**src/tbs_pkg.sv**
```systemverilog
// Shared types, constants and helpers for the trailing blank stripper.
package tbs_pkg;

  localparam int unsigned MAX_PENDING = 63;
  localparam int unsigned PTR_W = $clog2(MAX_PENDING);
  localparam int unsigned CNT_W = $clog2(MAX_PENDING + 1);

  localparam logic [7:0] CH_CR  = 8'h0D;
  localparam logic [7:0] CH_LF  = 8'h0A;
  localparam logic [7:0] CH_SP  = 8'h20;
  localparam logic [7:0] CH_TAB = 8'h09;

  localparam logic ACT_DATA = 1'b0;
  localparam logic ACT_EOS  = 1'b1;

  typedef struct packed {
    logic       action;
    logic [7:0] data_byte;
  } tbs_in_t;

  typedef struct packed {
    logic [7:0] out_byte;
    logic       last_of_run;
  } tbs_out_t;

  typedef enum logic [1:0] {
    CMD_BLANK,
    CMD_EOL,
    CMD_DATA,
    CMD_EOS
  } tbs_kind_t;

  typedef struct packed {
    tbs_kind_t  kind;
    logic [7:0] data_byte;
  } tbs_cmd_t;

  // circular store index: (ptr + off) mod MAX_PENDING, both operands in range
  function automatic logic [PTR_W-1:0] wrap_add(input logic [PTR_W-1:0] ptr,
                                                input logic [CNT_W-1:0] off);
    logic [CNT_W:0] sum;
    sum = (CNT_W + 1)'(ptr) + (CNT_W + 1)'(off);
    if (sum >= (CNT_W + 1)'(MAX_PENDING)) begin
      sum = sum - (CNT_W + 1)'(MAX_PENDING);
    end
    return PTR_W'(sum);
  endfunction

endpackage

```
**src/tbs_ram.sv**
```systemverilog
// Generic single-write, single-read RAM with registered read data.
module tbs_ram #(
  parameter int unsigned WIDTH = 8,
  parameter int unsigned DEPTH = 64
) (
  input  logic                     clk,
  input  logic                     wr_en,
  input  logic [$clog2(DEPTH)-1:0] wr_addr,
  input  logic [WIDTH-1:0]         wr_data,
  input  logic                     rd_en,
  input  logic [$clog2(DEPTH)-1:0] rd_addr,
  output logic [WIDTH-1:0]         rd_data
);

  logic [WIDTH-1:0] mem [DEPTH];

  always_ff @(posedge clk) begin
    if (wr_en) begin
      mem[wr_addr] <= wr_data;
    end
    if (rd_en) begin
      rd_data <= mem[rd_addr];
    end
  end

endmodule

```
**src/tbs_front.sv**
```systemverilog
// Input side: classifies each beat and queues the resulting command.
module tbs_front (
  input  logic             clk,
  input  logic             rst_n,
  input  logic             in_valid,
  output logic             in_stall,
  input  tbs_pkg::tbs_in_t in_data,
  output logic             cmd_valid,
  output tbs_pkg::tbs_cmd_t cmd,
  input  logic             cmd_pop
);
  import tbs_pkg::*;

  tbs_cmd_t   q_r [2];
  logic       wr_r, wr_nxt;
  logic       rd_r, rd_nxt;
  logic [1:0] cnt_r, cnt_nxt;
  tbs_cmd_t   cls;
  logic       push;

  always_comb begin
    cls.data_byte = in_data.data_byte;
    priority if (in_data.action == ACT_EOS) begin
      cls.kind = CMD_EOS;
    end else if (in_data.data_byte == CH_SP || in_data.data_byte == CH_TAB) begin
      cls.kind = CMD_BLANK;
    end else if (in_data.data_byte == CH_CR || in_data.data_byte == CH_LF) begin
      cls.kind = CMD_EOL;
    end else begin
      cls.kind = CMD_DATA;
    end
  end

  assign in_stall  = (cnt_r == 2'd2);
  assign push      = in_valid && !in_stall;
  assign cmd_valid = (cnt_r != 2'd0);
  assign cmd       = q_r[rd_r];

  always_comb begin
    wr_nxt  = push ? !wr_r : wr_r;
    rd_nxt  = cmd_pop ? !rd_r : rd_r;
    cnt_nxt = cnt_r + 2'(push) - 2'(cmd_pop);
  end

  always_ff @(posedge clk) begin
    if (!rst_n) begin
      wr_r  <= 1'b0;
      rd_r  <= 1'b0;
      cnt_r <= 2'd0;
    end else begin
      wr_r  <= wr_nxt;
      rd_r  <= rd_nxt;
      cnt_r <= cnt_nxt;
    end
  end

  always_ff @(posedge clk) begin
    if (push) begin
      q_r[wr_r] <= cls;
    end
  end

  a_cnt_range: assert property (@(posedge clk) disable iff (!rst_n)
    cnt_r <= 2'd2) else $error("command queue over capacity");
  a_no_pop_empty: assert property (@(posedge clk) disable iff (!rst_n)
    cmd_pop |-> cnt_r != 2'd0) else $error("pop from empty command queue");
  a_full_holds: assert property (@(posedge clk) disable iff (!rst_n)
    (cnt_r == 2'd2 && !cmd_pop) |=> cnt_r == 2'd2) else $error("full queue lost entry");

endmodule

```
**src/tbs_back.sv**
```systemverilog
// Output side: owns the blank store and emits result beats per command.
module tbs_back (
  input  logic              clk,
  input  logic              rst_n,
  input  logic              cmd_valid,
  input  tbs_pkg::tbs_cmd_t cmd,
  output logic              cmd_pop,
  output logic              out_valid,
  input  logic              out_stall,
  output tbs_pkg::tbs_out_t out_data
);
  import tbs_pkg::*;

  typedef enum logic [1:0] {
    S_IDLE,
    S_EMIT,
    S_FINAL,
    S_EVICT
  } state_t;

  state_t           state_r, state_nxt;
  logic [CNT_W-1:0] cnt_r, cnt_nxt;
  logic [PTR_W-1:0] head_r, head_nxt;
  logic [PTR_W-1:0] ptr_r, ptr_nxt;
  logic [CNT_W-1:0] rem_r, rem_nxt;
  logic [7:0]       hold_r, hold_nxt;
  logic             out_valid_r, out_valid_nxt;
  tbs_out_t         out_r, out_nxt;

  logic             free;
  logic             emit;
  tbs_out_t         emit_item;
  logic             wr_en;
  logic [PTR_W-1:0] wr_addr;
  logic [7:0]       wr_data;
  logic             rd_en;
  logic [PTR_W-1:0] rd_addr;
  logic [7:0]       rd_data;

  tbs_ram #(.WIDTH(8), .DEPTH(MAX_PENDING)) u_store (
    .clk     (clk),
    .wr_en   (wr_en),
    .wr_addr (wr_addr),
    .wr_data (wr_data),
    .rd_en   (rd_en),
    .rd_addr (rd_addr),
    .rd_data (rd_data)
  );

  assign free = !out_valid_r || !out_stall;

  always_comb begin
    state_nxt = state_r;
    cnt_nxt   = cnt_r;
    head_nxt  = head_r;
    ptr_nxt   = ptr_r;
    rem_nxt   = rem_r;
    hold_nxt  = hold_r;
    cmd_pop   = 1'b0;
    emit      = 1'b0;
    emit_item = '{out_byte: cmd.data_byte, last_of_run: 1'b1};
    wr_en     = 1'b0;
    wr_addr   = head_r;
    wr_data   = cmd.data_byte;
    rd_en     = 1'b0;
    rd_addr   = head_r;

    unique case (state_r)
      S_IDLE: begin
        if (cmd_valid) begin
          unique case (cmd.kind)
            CMD_EOS: begin
              cmd_pop  = 1'b1;
              cnt_nxt  = '0;
              head_nxt = '0;
            end
            CMD_BLANK: begin
              cmd_pop = 1'b1;
              if (cnt_r != CNT_W'(MAX_PENDING)) begin
                wr_en   = 1'b1;
                wr_addr = wrap_add(head_r, cnt_r);
                cnt_nxt = cnt_r + CNT_W'(1);
              end else begin
                rd_en     = 1'b1;
                hold_nxt  = cmd.data_byte;
                state_nxt = S_EVICT;
              end
            end
            CMD_EOL: begin
              if (free) begin
                cmd_pop  = 1'b1;
                emit     = 1'b1;
                cnt_nxt  = '0;
                head_nxt = '0;
              end
            end
            CMD_DATA: begin
              if (cnt_r == '0) begin
                if (free) begin
                  cmd_pop  = 1'b1;
                  emit     = 1'b1;
                  head_nxt = '0;
                end
              end else begin
                cmd_pop   = 1'b1;
                rd_en     = 1'b1;
                ptr_nxt   = wrap_add(head_r, CNT_W'(1));
                rem_nxt   = cnt_r;
                hold_nxt  = cmd.data_byte;
                state_nxt = S_EMIT;
              end
            end
          endcase
        end
      end
      S_EMIT: begin
        if (free) begin
          emit      = 1'b1;
          emit_item = '{out_byte: rd_data, last_of_run: 1'b0};
          if (rem_r == CNT_W'(1)) begin
            state_nxt = S_FINAL;
          end else begin
            rd_en   = 1'b1;
            rd_addr = ptr_r;
            ptr_nxt = wrap_add(ptr_r, CNT_W'(1));
            rem_nxt = rem_r - CNT_W'(1);
          end
        end
      end
      S_FINAL: begin
        if (free) begin
          emit      = 1'b1;
          emit_item = '{out_byte: hold_r, last_of_run: 1'b1};
          cnt_nxt   = '0;
          head_nxt  = '0;
          state_nxt = S_IDLE;
        end
      end
      S_EVICT: begin
        if (free) begin
          emit      = 1'b1;
          emit_item = '{out_byte: rd_data, last_of_run: 1'b1};
          // freed slot of the oldest blank takes the new one
          wr_en     = 1'b1;
          wr_addr   = head_r;
          wr_data   = hold_r;
          head_nxt  = wrap_add(head_r, CNT_W'(1));
          state_nxt = S_IDLE;
        end
      end
      default: begin
        state_nxt = S_IDLE;
      end
    endcase

    out_nxt = out_r;
    if (emit) begin
      out_valid_nxt = 1'b1;
      out_nxt       = emit_item;
    end else if (!out_stall) begin
      out_valid_nxt = 1'b0;
    end else begin
      out_valid_nxt = out_valid_r;
    end
  end

  always_ff @(posedge clk) begin
    if (!rst_n) begin
      state_r     <= S_IDLE;
      cnt_r       <= '0;
      head_r      <= '0;
      out_valid_r <= 1'b0;
    end else begin
      state_r     <= state_nxt;
      cnt_r       <= cnt_nxt;
      head_r      <= head_nxt;
      out_valid_r <= out_valid_nxt;
    end
    ptr_r  <= ptr_nxt;
    rem_r  <= rem_nxt;
    hold_r <= hold_nxt;
    out_r  <= out_nxt;
  end

  assign out_valid = out_valid_r;
  assign out_data  = out_r;

  a_cnt_bound: assert property (@(posedge clk) disable iff (!rst_n)
    cnt_r <= CNT_W'(MAX_PENDING)) else $error("blank count overflow");
  a_head_bound: assert property (@(posedge clk) disable iff (!rst_n)
    head_r < PTR_W'(MAX_PENDING)) else $error("store head out of range");
  a_emit_rem: assert property (@(posedge clk) disable iff (!rst_n)
    state_r == S_EMIT |-> rem_r != '0) else $error("replay with nothing left");
  a_evict_full: assert property (@(posedge clk) disable iff (!rst_n)
    state_r == S_EVICT |-> cnt_r == CNT_W'(MAX_PENDING)) else $error("evict while not full");

endmodule

```
**src/trailing_blank_stripper.sv**
```systemverilog
// Top level of the trailing blank stripper byte filter.
//
// Input beats carry an action bit and a data byte; output beats carry a byte
// and a last_of_run flag marking the final output caused by one input beat.
// Spaces and tabs are held in a 63-entry store. CR or LF drops held blanks
// and passes the line end. Any other byte replays the held blanks oldest
// first, then itself. End of stream drops held blanks silently. A blank
// arriving with the store full pushes the oldest held blank out at once.
// A two-entry command queue separates input classification from output
// sequencing, so input keeps flowing while the output side is busy.
// An input beat is written into the command queue; the output sequencer then
// drives each output beat from its output register. A blank is written into
// the store; an eviction reads the oldest blank, then emits it and stores the
// new blank. A byte that replays blanks emits them, one store read per cycle
// while out_stall is low, then itself; line ends and plain bytes need no read.
// Reset (rst_n low, synchronous) empties the queue and the store and drops
// any pending output. out_stall holds the output register; once the queue
// fills, in_stall rises.
module trailing_blank_stripper (
  input  logic              clk,
  input  logic              rst_n,
  input  logic              in_valid,
  output logic              in_stall,
  input  tbs_pkg::tbs_in_t  in_data,
  output logic              out_valid,
  input  logic              out_stall,
  output tbs_pkg::tbs_out_t out_data
);
  import tbs_pkg::*;

  logic     cmd_valid;
  tbs_cmd_t cmd;
  logic     cmd_pop;

  tbs_front u_front (
    .clk       (clk),
    .rst_n     (rst_n),
    .in_valid  (in_valid),
    .in_stall  (in_stall),
    .in_data   (in_data),
    .cmd_valid (cmd_valid),
    .cmd       (cmd),
    .cmd_pop   (cmd_pop)
  );

  tbs_back u_back (
    .clk       (clk),
    .rst_n     (rst_n),
    .cmd_valid (cmd_valid),
    .cmd       (cmd),
    .cmd_pop   (cmd_pop),
    .out_valid (out_valid),
    .out_stall (out_stall),
    .out_data  (out_data)
  );

endmodule
```
**config.mk**
```make
export PLATFORM = sky130hd
export DESIGN_NAME = trailing_blank_stripper
export DESIGN_NICKNAME = d
export VERILOG_FILES = /design/src/tbs_pkg.sv /design/src/tbs_ram.sv /design/src/tbs_front.sv /design/src/tbs_back.sv /design/src/trailing_blank_stripper.sv
export SDC_FILE = /design/constraint.sdc
export NUM_CORES = 1
export LEC_CHECK = 0
export BUFFER_PORTS_ARGS = -buffer_cell sky130_fd_sc_hd__buf_2
export CORE_UTILIZATION = 55
export DETAILED_ROUTE_END_ITERATION = 7
export GPL_TIMING_DRIVEN = 0
export PLACE_DENSITY = 0.71
export SETUP_SLACK_MARGIN = 0.3
export SYNTH_ARGS = -nofsm -noshare
export SYNTH_HDL_FRONTEND = slang
export SYNTH_SLANG_ARGS = --single-unit
```
**constraint.sdc**
```tcl
create_clock -name clk -period 13.29 [get_ports clk]
set_clock_uncertainty 0.1 [all_clocks]
set_input_delay 0.6645 -clock clk [delete_from_list [all_inputs] [get_ports clk]]
set_output_delay 0.6645 -clock clk [all_outputs]
set_load 0.005 [all_outputs]
```
[Yosys cells after proc, flatten, opt, wreduce, memory -nomap -nowiden]
Memories as Yosys holds them, arrays and structs flattened. A register that Yosys moved wholly into a read port is not among the register bits.
Index checks and enable logic that the tools add are counted.
Word-level totals
  flip-flop bits (word level): 48
  memory bits (writable): 524
  output and inout bits: 11
  word-level logic and storage cells: 164
  memories kept: 2
Memory list
  u_back.u_store.mem: depth 63, width 8, read ports 1, clocked after Yosys merged registers in 1, write ports 1, RTL line tbs_ram.sv:15  | logic [WIDTH-1:0] mem [DEPTH];
  u_front.q_r: depth 2, width 10, read ports 1, clocked after Yosys merged registers in 1, write ports 1, RTL line tbs_front.sv:14  | tbs_cmd_t q_r [2];
Operators by class
  add/sub/neg operators: 10
  $lt $le $gt $ge: 3
  eq/ne operators: 31
  multiplexer cells: 81
  reduce and logical (&&, ||, !) cells: 25
Operators by type and width (number)
  $mux 6: 27
  $pmux 6 s3: 3
  $pmux 6 s2: 3
  $mux 8: 4
  $mux 9: 3
  $pmux 9 s3: 1
  $eq 8x4->1 const B: 3
  $mux 1: 22
  $ge 7x6->1 const B: 3
  $mux 2: 9
  $sub 6x6->6 const B: 3
  $pmux 8 s2: 1
  $add 6x1->7 const B: 2
  $ne 2x2->1 const B: 6
  $eq 2x2->1 const B: 5
  $ne 2x1->1 const B: 5
  $pmux 1 s2: 5
  $reduce_and 5->1: 2
  $ne 3x3->1 const B: 3
  $eq 8x6->1 const B: 1
  $ne 4x4->1 const B: 2
  $reduce_bool 2->1: 4
  $add 6x6->7: 1
  $reduce_and 7->1: 1
  other kinds (21): 31

[Logic depth before layout (Yosys ltp)]
Gate-level depths: netlist (run 1).
  depth in word-level cells: 9
  gate-level depth with buffers: 15
  mapped depth without buffers: 12

[Modules after synthesis]
Synthesis (run 1) repeated with hierarchy kept, for this count alone.
Unflattened totals
  cells, all modules: 1410
  area total of the unflattened synthesis: 24433.4 µm²
By module, submodules not included
  tbs_ram: times used 1, cells each 951, area each 19924.1 µm², sequential area each 15374.7 µm²
  tbs_back: times used 1, cells each 389, area each 3483.3 µm², sequential area each 1171.1 µm²
  tbs_front: times used 1, cells each 70, area each 1026.0 µm², sequential area each 700.7 µm²

[Least setup slack after synthesis (run 1)]
Ideal clock, no wire load.
  path kind: register -> register
  from: register with a tool-made name
  to: memory u_back.u_store.mem[22][0], enable pin
  library setup time: 0.395 ns
  arrival time: 3.887 ns
  data required time: 12.795 ns
  setup slack: 8.909 ns
  cell stages (with the launch flop): 15
  buffers on the path: 4
  period minus slack after synthesis: 4.381 ns
  cell sequence: dfxtp_1 > clkbuf_1 > mux2_2 > inv_1 > ha_1 > inv_1 > a311o_1 > clkbuf_1 > nand2_1 > o31ai_1 > a41o_1 > or2_2 > clkbuf_1 > clkbuf_1 > nor4_1
RTL lines (RTL line)
  to (decl): tbs_ram.sv:15

==> flow_metrics.tcl, run 1 <==
set metrics [dict create \
    syn_avg_cell_area_um2 13.0 \
    die-area_um2 46600 \
    yosysWarnings 0 \
    status "complete, no violations" \
    die_h_um 216 \
    fillers 3392 \
    finalNetCount 2088 \
    cts_max_level 2 \
    setup_ws_ps 7370 \
    gr-total-overflow 0 \
    cts_hold_buffers 0 \
    drt_wl_total_um 69400 \
    ys.flop_type "edfxtp_1" \
    cp.arrival_ps 6040 \
    rows 78 \
    ir_drop_uv 136 \
    cp_max_fo 10 \
    root_buffer "clkbuf_16" \
    critPathLaunchType "flop" \
    multi_input_area_um2 7520 \
    max-cap-violations 0 \
    io_pins 24 \
    clockBufferDepth 3 \
    drc 0 \
    drtIter0Drc 2021 \
    antenna_found_initial 1 \
    viasPerCell 6.34 \
    async_flop_share 0 \
    fin_hold_ws_ps 159 \
    wl_per_cell_um 25.7 \
    die_w_um 216 \
    seq_area_frac_synth 0.685 \
    numPortBuffers 23 \
    worst_slew_pin_slew_ps 1390 \
    slew_headroom 0.0690 \
    worst_ep_required_time_ps 13410 \
    vias 17100 \
    finalSetupTns_ps 0 \
    yosysTopAreaCell "edfxtp_1" \
    synth_top_cells_by_area "edfxtp_1 67%, nand2_1 4.7%, mux2i_1 3.3%" \
    final_common_cell "edfxtp_1" \
    first_pass_iters 5 \
    hold_class "in2reg" \
    cts_tree "built" \
    cts_made_buffers 58 \
    final_cell_mix "561 x edfxtp_1, 315 x nand2_1, 129 x nand3_1" \
    dp_hpwl_um 49000 \
    syn_nets 1978 \
    synth.distinct_cells 71 \
    ys_ff_latch 581 \
    ff_latch_area_um2 17200 \
    period_needed_ps 5920 \
    synth_top_cell_area_share 0.669 \
    diodes 0 \
    syn_inst 1939 \
    grt_pass1_wl_um 103000 \
    synth_edf_count 561 \
    setup.worst_path.end_class "flop" \
    start_util 0.556 \
    critPathTopFamily "compound AO/OA/AOI/OAI gates" \
    grt_max_degree 35 \
    place_congestion 1.03 \
    pre_cts_slack_ps 7370 \
    syn_to_final_growth_pct 13.4 \
    rsz0062_at_grt "false" \
    cts_resized 0 \
    setup_viol 0 \
    crit_slowest_cell "nor3_1" \
    critical-path-max-stage-delay_ps 1170 \
    cts_num_sinks 581 \
    drive_gt1_frac 0.120 \
    track_usage 0.300 \
    crit_chain "clkbuf_1 > mux2i_1 > ha_1 > inv_1 > a311o_1 > clkbuf_1 > a21oi_1 > o21ai_0 > o21ba_2 > nand3_1 > nor3_1" \
    hold_viol_final 0 \
    power-per-cell-area_nw_per_um2 188 \
    fin_crit_sh 0.445 \
    path_common_cell "clkbuf_1" \
    antenna_left 0 \
    p_leak_nw 9.53 \
    report.final.slew_viol_count 0 \
    syn_area_um2 25200 \
    first_global_vias 16600 \
    clk_latency_ps 620 \
    max_freq_mhz 169 \
    critical_path_buf_inv_count 3 \
    core_region_area_um2 45300 \
    path_clk_slew_ps 60 \
    crit_type "reg2reg" \
    post_cts.repair.setup_buffers 0 \
]
## layout make-up
class,count,share of cell area
Multi-Input combinational cell,1209,0.264
Clock inverter,32,0.00798
Timing Repair Buffer,50,0.0197
Tap cell,600,0.0263
Clock buffer,77,0.0556
Buffer,117,0.0179
Inverter,32,0.00421
Sequential cell,581,0.605
## worst paths after layout
check	from	end	depth (start not counted)	slack (ps)
worst min-delay path	in_data[4]	u_front.q_r[0][4]	1	160
worst max-delay path	flop	u_back.u_store.mem[43][3]	11	7370
worst max register to register	flop	u_back.u_store.mem[43][3]	11	7370
worst min register to register	u_back.state_r[0]	u_back.state_r[0]	1	480
## registers in the layout (all words and copies together), names as in the netlist, 2 cells and up, named ones only
name,cells
u_back.hold_r,8
u_front.cnt_r,2
u_back.rem_r,6
u_back.u_store.rd_data,8
u_front.q_r,20
u_back.u_store.mem,504
u_back.ptr_r,6
u_back.cnt_r,6
u_back.out_data,9
u_back.state_r,2
u_back.head_r,6
## synth_stat cells (17+ instances only)
master    number
and2_1        24
a32oi_1       18
inv_1         30
buf_2         31
a22oi_1       24
o21ai_0       51
a21oi_1       78
mux2i_1       84
nand4_1       30
o22ai_1       18
dfxtp_1       20
nor2_1        63
edfxtp_1     561
ha_1          25
o211ai_1      17
nor3_1        65
mux2_2        26
nand3_1      129
nand2_1      315
clkbuf_1      71
a211oi_1      17
a31oi_1       22
## metrics by stage
stage / instances / area [um^2] / util / power (mW)
floorplan: 1939 / 25200 / - / 3.19
global placement: 2562 / 26000 / 0.575 / 3.70
detailed placement: 2586 / 26600 / 0.588 / 3.80
CTS: 2695 / 28400 / 0.628 / 5.35
global route: 2698 / 28500 / 0.630 / 5.55
finish: 2698 / 28500 / 0.630 / 5.37
## routing by layer
layer / GRT usage / up-vias / share of wire
met5: 0 / - / 0
met3: 0.0507 / 168 / 0.093
met2: 0.470 / 937 / 0.47
met4: 0.146 / 0 / 0.047
li1: - / 7601 / -
met1: 0.409 / 8409 / 0.39
## cell families after synthesis
group,count (synthesis),synth area share
simple gates,713,0.132
flops,581,0.685
compound gates,331,0.0890
buf+inv,149,0.0251
mux,110,0.0450
fa+ha+maj,28,0.0140
xor+xnor,27,0.00940
## worst reg2reg max path: stages (launching register included)
cell	delay, ps
dfxtp_1	300
clkbuf_1	560
mux2i_1	570
ha_1	410
inv_1	170
a311o_1	300
clkbuf_1	200
a21oi_1	710
o21ai_0	250
o21ba_2	370
nand3_1	400
nor3_1	1180
## power by group
part / internal [mW] / switching [mW]
registers: 2.25 / 0.0380
clock network: 0.893 / 0.681
logic: 0.462 / 1.05
No activity file was read; power rests on OpenSTA's default activity.
==> run 2: changes to the inputs <==
PLACE_DENSITY = 0.74   (was 0.71)
clock period = 5.25 ns   (was 13.29 ns; I/O delays follow)
==> run 2 against run 1 <==
Against the previous run: worst setup slack worse by 7000 ps; clock-buffer cell count shrank 13; worst hold slack improved by 130 ps; sequential share of layout area down 2.5 points; design area is 4.4% higher; critical endpoint is now u_back.u_store.rd_data[4]; largest cell class unchanged.
==> flow_metrics.tcl, run 2 (synthesized netlist as in run 1, its figures left out) <==
set metrics [dict create \
    cts_max_level 2 \
    first_pass_iters 7 \
    gr-total-overflow 0 \
    critPathLaunchType "flop" \
    worst_slew_pin_slew_ps 1250 \
    clockBufferDepth 3 \
    dp_hpwl_um 48500 \
    start_util 0.556 \
    rows 78 \
    report.final.slew_viol_count 0 \
    finalSetupTns_ps 0 \
    drc 0 \
    core_region_area_um2 45300 \
    wl_per_cell_um 25.8 \
    final_common_cell "edfxtp_1" \
    hold_class "in2reg" \
    die_h_um 216 \
    antenna_left 0 \
    largest_reg_flops 504 \
    die-area_um2 46600 \
    p_leak_nw 10.2 \
    fillers 3199 \
    ir_drop_uv 304 \
    cts_made_buffers 56 \
    max_freq_mhz 205 \
    largest_register "u_back.u_store.mem" \
    power-per-cell-area_nw_per_um2 455 \
    setup_viol 0 \
    fin_crit_sh 0.929 \
    grt_pass1_wl_um 104000 \
    swShare 0.334 \
    layout.cells.non_filler 2740 \
    crit_chain "inv_1 > ha_1 > buf_2 > clkinv_1 > a221oi_4 > and2_1 > buf_4 > buf_4 > clkbuf_1 > mux2i_1 > o22ai_1 > o21ai_0 > nand2_1 > or4_1" \
    root_buffer "clkbuf_16" \
    critical-path-max-stage-delay_ps 650 \
    cp.arrival_ps 5090 \
    diodes 0 \
    p_int_mw 9.02 \
    slew_headroom 0.160 \
    cts_num_sinks 581 \
    track_usage 0.300 \
    setup_ws_ps 373 \
    cp_max_fo 10 \
    setup.worst_path.end_class "flop" \
    viasPerCell 6.50 \
    hold_viol_final 0 \
    drive_gt1_frac 0.166 \
    pre_cts_slack_ps -521 \
    grt_max_degree 36 \
    period_needed_ps 4880 \
    numPortBuffers 23 \
    dp.cells 2587 \
    rsz0062_at_grt "true" \
    syn_to_final_growth_pct 18.3 \
    finalNetCount 2135 \
    cts_tree "built" \
    path_clk_slew_ps 60 \
    crit_type "reg2reg" \
    max-cap-violations 0 \
    worst_ep_required_time_ps 5470 \
    pwr-share-seq 0.428 \
    switchingPower_mw 4.52 \
    final_cell_mix "561 x edfxtp_1, 314 x nand2_1, 123 x nand3_1" \
    crit_slowest_cell "a221oi_4" \
    first_global_vias 17100 \
    place_congestion 0.972 \
    die_w_um 216 \
    final_util 0.658 \
    io_pins 24 \
    antenna_found_initial 2 \
    clockPowerShare 0.284 \
    status "complete, no violations" \
    drt_wl_total_um 70700 \
    clk_latency_ps 620 \
    path_common_cell "buf_4" \
    vias 17800 \
    pwr-share-comb 0.288 \
    drtIter0Drc 2617 \
]
-- run 2: worst paths after layout --
path,cells past startpoint,end,slack (ps),start
worst min-delay path,3,u_back.out_data[0],290,out_stall
worst min register to register,1,u_back.state_r[0],480,u_back.state_r[0]
worst max register to register,14,u_back.u_store.rd_data[4],370,u_back.state_r[1]
worst max-delay path,14,u_back.u_store.rd_data[4],370,u_back.state_r[1]
-- run 2: timing repair --
item,in CTS,in global routing
pin swaps,3,34
setup buffers,4,36
gates resized for setup,110,35
hold buffers,11,0
endpoints found under the setup margin,466,469
hold endpoints to repair,23,0
-- run 2: power by group through the flow --
stage | Combinational (mW) | Clock [mW] | Sequential, mW
after floorplan | 2.18 | 0 | 5.90
after global placement | 3.35 | 0 | 5.98
after detailed placement | 3.71 | 0 | 5.89
after CTS | 3.78 | 3.87 | 5.80
after global routing | 4.14 | 4.03 | 5.82
final | 3.89 | 3.85 | 5.80
-- run 2: stage by stage --
| step | hold WS [ps] | instance area [um^2] | power (mW) |
|---|---|---|---|
| floorplan | 261 | 25200 | 8.08 |
| global placement | 369 | 26000 | 9.33 |
| detailed placement | 377 | 26700 | 9.61 |
| CTS | 256 | 29100 | 13.4 |
| global route | 304 | 29800 | 14.0 |
| finish | 292 | 29800 | 13.5 |
-- run 2: final cells by class --
type	count	area [um^2]	area share
clock inverters	38	273	0.00916
plain buffers	117	527	0.0177
multi-input cells	1209	8150	0.274
well taps	600	751	0.0252
repair buffers	99	1250	0.0421
flip-flops and latches	581	17200	0.579
inverters	32	120	0.00403
clock buffers	64	1450	0.0488
-- run 2: metal layers --
layer	track usage	vias to the layer above	wire, um
li1	-	7706	-
met1	0.411	8786	27000
met2	0.482	1121	33200
met3	0.0438	187	7170
met4	0.129	0	3290
met5	0	-	0
-- run 2: worst max-delay path, delay by kind of cell, from the launching register on --
kind | cells | cell delay (ps)
buf+inv | 6 | 1790
compound gates | 3 | 1080
simple gates | 3 | 820
flops | 1 | 330
mux | 1 | 290
fa+ha+maj | 1 | 160
